==> config.mk <==
export PLATFORM = sky130hd
export DESIGN_NAME = randomized_set_table_top
export DESIGN_NICKNAME = d
export VERILOG_FILES = /design/src/design/rset_pkg.sv /design/src/design/rset_ram.sv /design/src/design/rset_dp.sv /design/src/design/rset_ctrl.sv /design/src/design/randomized_set_table_top.sv
export SDC_FILE = /design/constraint.sdc
export NUM_CORES = 2
export LEC_CHECK = 0
export ABC_AREA = 1
export BUFFER_PORTS_ARGS = -buffer_cell sky130_fd_sc_hd__buf_2
export CAP_MARGIN = 10
export CORE_MARGIN = 2
export CORE_UTILIZATION = 40
export CTS_CLUSTER_DIAMETER = 50
export CTS_CLUSTER_SIZE = 20
export DETAILED_ROUTE_END_ITERATION = 10
export PLACE_DENSITY = 0.59
export SYNTH_ARGS = -nofsm -noshare
export SYNTH_HDL_FRONTEND = slang
export SYNTH_SLANG_ARGS = --single-unit
==> constraint.sdc <==
create_clock -name i_clk -period 5.2 [get_ports i_clk]
set_input_delay 1.04 -clock i_clk [delete_from_list [all_inputs] [get_ports i_clk]]
set_output_delay 1.04 -clock i_clk [all_outputs]
set_load 0.05 [all_outputs]
==> src/design/rset_pkg.sv <==
package rset_pkg;

    localparam int CAPACITY = 64;
    localparam int IDX_W    = $clog2(CAPACITY);
    localparam int CNT_W    = $clog2(CAPACITY + 1);
    localparam int VAL_W    = 32;
    localparam int STEP_W   = $clog2(VAL_W + 1);

    localparam logic [1:0] CMD_INSERT = 2'd0;
    localparam logic [1:0] CMD_REMOVE = 2'd1;
    localparam logic [1:0] CMD_PICK   = 2'd2;

    localparam logic [1:0] ST_DONE     = 2'd0;
    localparam logic [1:0] ST_PRESENCE = 2'd1;
    localparam logic [1:0] ST_FULL     = 2'd2;
    localparam logic [1:0] ST_EMPTY    = 2'd3;

    typedef struct packed {
        logic [1:0]              command;
        logic signed [VAL_W-1:0] value;
        logic [VAL_W-1:0]        random_word;
    } t_in;

    typedef struct packed {
        logic [1:0]              status;
        logic signed [VAL_W-1:0] picked_value;
    } t_out;

    typedef enum logic [1:0] {
        RD_SEARCH,
        RD_LAST,
        RD_PICK
    } t_rd_sel;

    typedef enum logic [3:0] {
        S_IDLE,
        S_SEARCH,
        S_MV_RD,
        S_MV_WR,
        S_DIV,
        S_PK_RD,
        S_PK_WAIT,
        S_RESP
    } t_state;

    typedef struct packed {
        logic       load;
        logic       srch_step;
        logic       div_step;
        t_rd_sel    rd_sel;
        logic       ins_wr;
        logic       mv_wr;
        logic       st_load;
        logic [1:0] status;
        logic       pick_load;
        logic       out_load;
    } t_dp_ctrl;

    typedef struct packed {
        logic [1:0] cmd;
        logic       srch_done;
        logic       found;
        logic       full;
        logic       empty;
        logic       div_done;
        logic       out_busy;
    } t_dp_stat;

endpackage

==> src/design/rset_ram.sv <==
module rset_ram #(
    parameter int WIDTH = 32,
    parameter int DEPTH = 64
) (
    input  logic                     i_clk,
    input  logic                     i_wr_en,
    input  logic [$clog2(DEPTH)-1:0] i_wr_addr,
    input  logic [WIDTH-1:0]         i_wr_data,
    input  logic [$clog2(DEPTH)-1:0] i_rd_addr,
    output logic [WIDTH-1:0]         o_rd_data
);

    logic [WIDTH-1:0] r_mem [DEPTH];
    logic [WIDTH-1:0] r_rd_data;

    always_ff @(posedge i_clk) begin
        if (i_wr_en) begin
            r_mem[i_wr_addr] <= i_wr_data;
        end
        r_rd_data <= r_mem[i_rd_addr];
    end

    assign o_rd_data = r_rd_data;

endmodule

==> src/design/rset_dp.sv <==
module rset_dp (
    input  logic              i_clk,
    input  logic              i_rst_n,
    input  rset_pkg::t_in     i_in,
    input  rset_pkg::t_dp_ctrl i_ctrl,
    output rset_pkg::t_dp_stat o_stat,
    output logic              o_valid,
    output rset_pkg::t_out    o_out,
    input  logic              i_ready
);
    import rset_pkg::*;

    logic [1:0]       r_cmd;
    logic [VAL_W-1:0] r_val;
    logic [VAL_W-1:0] r_rnd;
    logic [CNT_W-1:0] r_count, n_count;
    logic [CNT_W-1:0] r_idx;
    logic             r_pend;
    logic [IDX_W-1:0] r_pend_idx;
    logic             r_found;
    logic [IDX_W-1:0] r_found_idx;
    logic [CNT_W-1:0] r_rem;
    logic [STEP_W-1:0] r_steps;
    logic [1:0]       r_status;
    logic [VAL_W-1:0] r_pick;
    logic             r_out_valid;
    t_out             r_out;

    logic [VAL_W-1:0] rd_data;
    logic [IDX_W-1:0] rd_addr;
    logic             wr_en;
    logic [IDX_W-1:0] wr_addr;
    logic [VAL_W-1:0] wr_data;
    logic [CNT_W-1:0] last_idx;
    logic             hit;
    logic [CNT_W:0]   rem_sh;
    logic [CNT_W:0]   rem_sub;

    assign last_idx = r_count - CNT_W'(1);
    assign hit      = r_pend && (rd_data == r_val);
    assign rem_sh   = {r_rem, r_rnd[VAL_W-1]};
    assign rem_sub  = rem_sh - {1'b0, r_count};

    always_comb begin
        case (i_ctrl.rd_sel)
            RD_LAST: rd_addr = last_idx[IDX_W-1:0];
            RD_PICK: rd_addr = r_rem[IDX_W-1:0];
            default: rd_addr = r_idx[IDX_W-1:0];
        endcase
        wr_en   = i_ctrl.ins_wr || i_ctrl.mv_wr;
        wr_addr = i_ctrl.mv_wr ? r_found_idx : r_count[IDX_W-1:0];
        wr_data = i_ctrl.mv_wr ? rd_data : r_val;
        n_count = r_count;
        if (i_ctrl.ins_wr) begin
            n_count = r_count + CNT_W'(1);
        end else if (i_ctrl.mv_wr) begin
            n_count = last_idx;
        end
    end

    rset_ram #(
        .WIDTH (VAL_W),
        .DEPTH (CAPACITY)
    ) u_ram (
        .i_clk     (i_clk),
        .i_wr_en   (wr_en),
        .i_wr_addr (wr_addr),
        .i_wr_data (wr_data),
        .i_rd_addr (rd_addr),
        .o_rd_data (rd_data)
    );

    always_ff @(posedge i_clk) begin
        if (!i_rst_n) begin
            r_count     <= '0;
            r_pend      <= 1'b0;
            r_found     <= 1'b0;
            r_out_valid <= 1'b0;
        end else begin
            r_count <= n_count;
            if (i_ctrl.load) begin
                r_pend  <= 1'b0;
                r_found <= 1'b0;
            end else if (i_ctrl.srch_step && !r_found) begin
                r_pend <= (r_idx < r_count) && !hit;
                if (hit) begin
                    r_found <= 1'b1;
                end
            end
            if (i_ctrl.out_load) begin
                r_out_valid <= 1'b1;
            end else if (i_ready) begin
                r_out_valid <= 1'b0;
            end
        end
    end

    always_ff @(posedge i_clk) begin
        if (i_ctrl.load) begin
            r_cmd    <= i_in.command;
            r_val    <= i_in.value;
            r_rnd    <= i_in.random_word;
            r_idx    <= '0;
            r_rem    <= '0;
            r_steps  <= '0;
            r_status <= ST_DONE;
            r_pick   <= '0;
        end else begin
            if (i_ctrl.srch_step && !r_found) begin
                r_pend_idx <= r_idx[IDX_W-1:0];
                if (r_idx < r_count) begin
                    r_idx <= r_idx + CNT_W'(1);
                end
                if (hit) begin
                    r_found_idx <= r_pend_idx;
                end
            end
            if (i_ctrl.div_step) begin
                r_rnd   <= {r_rnd[VAL_W-2:0], 1'b0};
                r_steps <= r_steps + STEP_W'(1);
                if (rem_sh >= {1'b0, r_count}) begin
                    r_rem <= rem_sub[CNT_W-1:0];
                end else begin
                    r_rem <= rem_sh[CNT_W-1:0];
                end
            end
            if (i_ctrl.st_load) begin
                r_status <= i_ctrl.status;
            end
            if (i_ctrl.pick_load) begin
                r_pick <= rd_data;
            end
        end
        if (i_ctrl.out_load) begin
            r_out.status       <= r_status;
            r_out.picked_value <= r_pick;
        end
    end

    assign o_stat.cmd       = r_cmd;
    assign o_stat.srch_done = r_found || (!r_pend && (r_idx >= r_count));
    assign o_stat.found     = r_found;
    assign o_stat.full      = (r_count >= CNT_W'(CAPACITY));
    assign o_stat.empty     = (r_count == '0);
    assign o_stat.div_done  = (r_steps == STEP_W'(VAL_W));
    assign o_stat.out_busy  = r_out_valid && !i_ready;

    assign o_valid = r_out_valid;
    assign o_out   = r_out;

endmodule

==> src/design/rset_ctrl.sv <==
module rset_ctrl (
    input  logic               i_clk,
    input  logic               i_rst_n,
    input  logic               i_valid,
    output logic               o_ready,
    input  logic [1:0]         i_cmd,
    input  rset_pkg::t_dp_stat i_stat,
    output rset_pkg::t_dp_ctrl o_ctrl
);
    import rset_pkg::*;

    t_state r_state, n_state;

    always_ff @(posedge i_clk) begin
        if (!i_rst_n) begin
            r_state <= S_IDLE;
        end else begin
            r_state <= n_state;
        end
    end

    always_comb begin
        n_state = r_state;
        o_ready = 1'b0;
        o_ctrl  = '0;
        o_ctrl.rd_sel = RD_SEARCH;
        o_ctrl.status = ST_DONE;
        unique case (r_state)
            S_IDLE: begin
                o_ready = 1'b1;
                if (i_valid) begin
                    o_ctrl.load = 1'b1;
                    case (i_cmd)
                        CMD_INSERT, CMD_REMOVE: n_state = S_SEARCH;
                        CMD_PICK:               n_state = S_DIV;
                        default:                n_state = S_RESP;
                    endcase
                end
            end
            S_SEARCH: begin
                o_ctrl.srch_step = 1'b1;
                if (i_stat.srch_done) begin
                    n_state = S_RESP;
                    if (i_stat.cmd == CMD_INSERT) begin
                        if (i_stat.found) begin
                            o_ctrl.st_load = 1'b1;
                            o_ctrl.status  = ST_PRESENCE;
                        end else if (i_stat.full) begin
                            o_ctrl.st_load = 1'b1;
                            o_ctrl.status  = ST_FULL;
                        end else begin
                            o_ctrl.ins_wr = 1'b1;
                        end
                    end else if (i_stat.found) begin
                        n_state = S_MV_RD;
                    end else begin
                        o_ctrl.st_load = 1'b1;
                        o_ctrl.status  = ST_PRESENCE;
                    end
                end
            end
            S_MV_RD: begin
                o_ctrl.rd_sel = RD_LAST;
                n_state       = S_MV_WR;
            end
            S_MV_WR: begin
                o_ctrl.mv_wr = 1'b1;
                n_state      = S_RESP;
            end
            S_DIV: begin
                if (i_stat.empty) begin
                    o_ctrl.st_load = 1'b1;
                    o_ctrl.status  = ST_EMPTY;
                    n_state        = S_RESP;
                end else if (i_stat.div_done) begin
                    n_state = S_PK_RD;
                end else begin
                    o_ctrl.div_step = 1'b1;
                end
            end
            S_PK_RD: begin
                o_ctrl.rd_sel = RD_PICK;
                n_state       = S_PK_WAIT;
            end
            S_PK_WAIT: begin
                o_ctrl.pick_load = 1'b1;
                n_state          = S_RESP;
            end
            S_RESP: begin
                if (!i_stat.out_busy) begin
                    o_ctrl.out_load = 1'b1;
                    n_state         = S_IDLE;
                end
            end
            default: n_state = S_IDLE;
        endcase
    end

endmodule

==> src/design/randomized_set_table_top.sv <==
// Insert and remove scan the live entries for the value; a remove that finds it
// then moves the last entry into the freed slot. Pick runs a 32-step bit-serial
// modulo of the random word by the live count and reads that entry (on an empty
// set it reports empty instead); an unknown command goes straight to its result.
// One transaction at a time: the next is taken the cycle after the result loads.
// Reset (synchronous, active low) empties the set and drops any pending result.
module randomized_set_table_top (
    input  logic           i_clk,
    input  logic           i_rst_n,
    // request channel
    input  logic           i_valid,
    output logic           o_ready,
    input  rset_pkg::t_in  i_in,
    // result channel
    output logic           o_valid,
    input  logic           i_ready,
    output rset_pkg::t_out o_out
);
    import rset_pkg::*;

    // Command and status bundles between the sequencer and the datapath.
    t_dp_ctrl ctrl;
    t_dp_stat stat;

    // Sequencer: scan, modulo and memory access steps; waits in its
    // response state only while the result register is still occupied,
    // so a new transaction may be taken while a result waits.
    rset_ctrl u_ctrl (
        .i_clk   (i_clk),
        .i_rst_n (i_rst_n),
        .i_valid (i_valid),
        .o_ready (o_ready),
        .i_cmd   (i_in.command),
        .i_stat  (stat),
        .o_ctrl  (ctrl)
    );

    // Datapath: entry memory, live count, scan pointer, remainder unit
    // and the result register that drives the output channel.
    // The entry memory keeps its contents over reset; only data from entries
    // below the live count is ever used.
    rset_dp u_dp (
        .i_clk   (i_clk),
        .i_rst_n (i_rst_n),
        .i_in    (i_in),
        .i_ctrl  (ctrl),
        .o_stat  (stat),
        .o_valid (o_valid),
        .o_out   (o_out),
        .i_ready (i_ready)
    );

endmodule
==> results.yml <==
cells_and_area:
  nNetsFinal: 9779
  drive_above_1_share: 0.0853
  ff_latch_area_um2: 66800
  fillCellCount: 23000
  multi_input_area_um2: 24600
  area_growth_pct: 12.8
sta:
  drv_slew: 0
  rsz0062_at_grt: "no"
  tightestPinTransition_ns: 1.27
  fin_crit_sh: 0.927
  skew_ns: 0.0415
  fin_crit_ns: 4.82
  setup_tns_ns: 0
  final-hold-violation-count: 0
  fmax_mhz: 208
  worst_hold_slack_ns: 0.328
  max_slew_margin: 0.153
  setup_viol: 0
die:
  ioPinCount: 106
  die_h_um: 507
  core_area_um2: 252000
  die_area_um2: 257000
  rows: 184
  start_util: 0.403
  die_w_um: 507
worst_setup_path:
  rr_startpoint: "u_ctrl.r_state[2]"
  reg2reg_depth: 12
  crit_buf_inv: 4
  r2r-end: "u_dp.u_ram.o_rd_data[14]"
  critical_path_required_ns: 5.99
  r2r_setup_slack_ns: 0.38
  critPathMostFrequentCell: "nand3_1"
  crit_chain: "buf_4, inv_1, nand3_1, nand2_1, o22ai_1, a31oi_4, buf_4, buf_4, nand3_1, nand3_1, nand3_1, nand2_1"
  start_kind: "register"
  cp_slowest_cell: "buf_4"
  critPathMaxStageDelay_ns: 0.81
  crit_type: "reg -> reg"
  crit_arrival_ns: 5.61
  critical-path-top-delay-family: "buffers and inverters"
  path_max_fanout: 66
  end_kind: "register"
detailed_routing:
  vias: 72700
  post_drt_wl_per_cell_um: 23.3
  drt_pass1_iterations: 7
  routed_wl_um: 309000
  ant_nets: 0
  drc: 0
  drt_iter0_markers: 8641
  via_per_inst: 5.49
synthesis:
  postSynthAreaPerCell_um2: 10.3
  yosysTopAreaCellShare: 0.640
  ys_seq_area_frac: 0.660
  yosysWarnings: 0
  syn_inst: 9837
  ys_types: 42
  yosys.area.top_type: "edfxtp_1"
  async_flop_share: 0
  synth_edf_count: 2160
  synth_area_um2: 101000
  synthTopCellsByArea: "edfxtp_1, nand3_1, inv_1"
  synth_flop_cell: "edfxtp_1"
  syn_nets: 9928
  ys_ff_latch: 2259
global_routing:
  grt_pass1_wl_um: 454000
  antenna_found_initial: 12
  grt_max_degree: 181
  grt_remaining_overflow: 0
  track_usage: 0.235
  grt_pass1_vias: 68000
cts:
  post_cts_buffers: 0
  clk_pin_slew_ns: 0.07
  cts_buffer_depth: 3
  cts_made_buffers: 222
  clk_latency_ns: 0.89
  cts_hold_buf: 0
  root_buffer: "clkbuf_16"
  cts_resized: 0
  cts-htree-levels: 4
  cts_tree: "yes"
  cts_sinks: 2259
hold_path:
  worstHoldStart: "i_in[46]"
  min_path_cells: 1
  hold_path_end: "u_dp.r_val[14]"
  worstHoldPathType: "in -> reg"
placement:
  gp_congestion: 0.932
  hpwl_um: 175000
  io_buffers: 105
job:
  cap_violations: 0
power_and_ir_drop:
  p_leak_nw: 46.6
  ir_drop_mv: 0.639
  power_density_nw_per_um2: 608
run_status:
  status: "finished clean"
-- synth_stat cells, types with 2 or more instances --
| library cell | count |
|---|---|
| o211ai_1 | 3 |
| nor3b_1 | 2 |
| o21ai_0 | 123 |
| dfxtp_1 | 99 |
| ha_1 | 20 |
| o21ai_1 | 7 |
| nand3_1 | 1979 |
| buf_1 | 50 |
| inv_2 | 5 |
| xnor2_1 | 8 |
| a21oi_1 | 63 |
| buf_4 | 2 |
| inv_1 | 2080 |
| xor2_1 | 18 |
| clkbuf_1 | 410 |
| nand4_1 | 978 |
| o22ai_1 | 5 |
| edfxtp_1 | 2160 |
| or2_2 | 11 |
| a211oi_1 | 2 |
| o21bai_1 | 2 |
| nand2_1 | 1412 |
| nor4_1 | 6 |
| buf_2 | 226 |
| a31oi_1 | 3 |
| nor3_1 | 22 |
| nor2_1 | 121 |
| o21a_1 | 3 |
| nand3_2 | 4 |
-- cell usage in the layout, fill, tap and decap left out, drive strengths merged, types with 2 or more instances in the layout --
| master | n |
|---|---|
| xor2 | 18 |
| o22ai | 5 |
| a211oi | 2 |
| dfxtp | 99 |
| nand3 | 1983 |
| bufinv | 21 |
| clkinv | 78 |
| nand2 | 1413 |
| nor2 | 122 |
| a21oi | 64 |
| edfxtp | 2160 |
| o211ai | 3 |
| diode | 2 |
| nor3b | 2 |
| o21a | 3 |
| nor3 | 23 |
| xnor2 | 8 |
| or2 | 11 |
| clkbuf | 239 |
| o21ai | 130 |
| o21bai | 2 |
| nor4 | 6 |
| ha | 20 |
| buf | 315 |
| clkinvlp | 12 |
| nand4 | 979 |
| a31oi | 3 |
| inv | 2155 |
-- per-layer routing --
metal	global-route usage	wire, um	vias to the layer above
met5	0	18	-
met4	0.0887	11900	2
met3	0.0458	29000	471
met2	0.355	138000	3458
met1	0.334	130000	35500
li1	-	-	33200
-- state kept, by name (all words and copies together), names as in the netlist, 7 cells and up --
| name | cells |
|---|---|
| u_dp.r_val | 32 |
| u_dp.u_ram.r_mem | 2048 |
| u_dp.o_out | 34 |
| u_dp.r_pick | 32 |
| u_dp.r_idx | 7 |
| u_dp.u_ram.o_rd_data | 32 |
| u_dp.r_count | 7 |
| u_dp.r_rnd | 32 |
| u_dp.r_rem | 7 |
-- kinds of logic (layout without fill, tap and decap cells) --
group                    count (synthesis)  in the layout  share of synthesized area
AO/OA/AOI/OAI                          217            217                     0.0113
XOR/XNOR                                26             26                    0.00225
adder cells (fa/ha/maj)                 21             21                    0.00267
buffers and inverters                 2774           2820                      0.106
flip-flops                            2259           2259                      0.660
other                                    0              2                          0
AND/OR/NAND/NOR                       4540           4540                      0.218
-- metrics by stage --
step,util,power (W),cells,setup slack [ns],cell area (um^2)
floorplan,-,0.0393,9837,0.567,101000
global placement,0.422,0.0518,12800,0.602,106000
detailed placement,0.422,0.0519,12800,0.610,106000
CTS,0.454,0.0692,13200,0.594,114000
global route,0.454,0.0722,13200,0.331,114000
finish,0.454,0.0694,13200,0.381,114000
-- final cells by class --
type                    count  area share
clock inverters           180      0.0200
multi-input cells        4804       0.215
flip-flops and latches   2259       0.585
clock buffers             239      0.0501
repair buffers            315      0.0239
diodes                      2   0.0000438
well taps                3348      0.0367
inverters                2086      0.0687
-- power by group --
group          total [W]  internal [W]  switching, W
registers         0.0229        0.0223      0.000567
clock network     0.0174       0.00942       0.00793
logic             0.0292       0.00666        0.0225
-- worst max path at each step --
stage / start / endpoint / slack, ns / depth (start not counted)
floorplan: u_dp.r_count[2] / u_dp.u_ram.r_mem[52][0] / 0.57 / 14
global placement: u_ctrl.r_state[2] / u_dp.u_ram.o_rd_data[1] / 0.60 / 11
detailed placement: u_ctrl.r_state[2] / u_dp.u_ram.o_rd_data[1] / 0.61 / 11
CTS: u_ctrl.r_state[2] / u_dp.u_ram.o_rd_data[1] / 0.59 / 11
global route: u_ctrl.r_state[2] / u_dp.u_ram.o_rd_data[1] / 0.33 / 11
finish: u_ctrl.r_state[2] / u_dp.u_ram.o_rd_data[14] / 0.38 / 12
(Power assumes the default switching activity.)
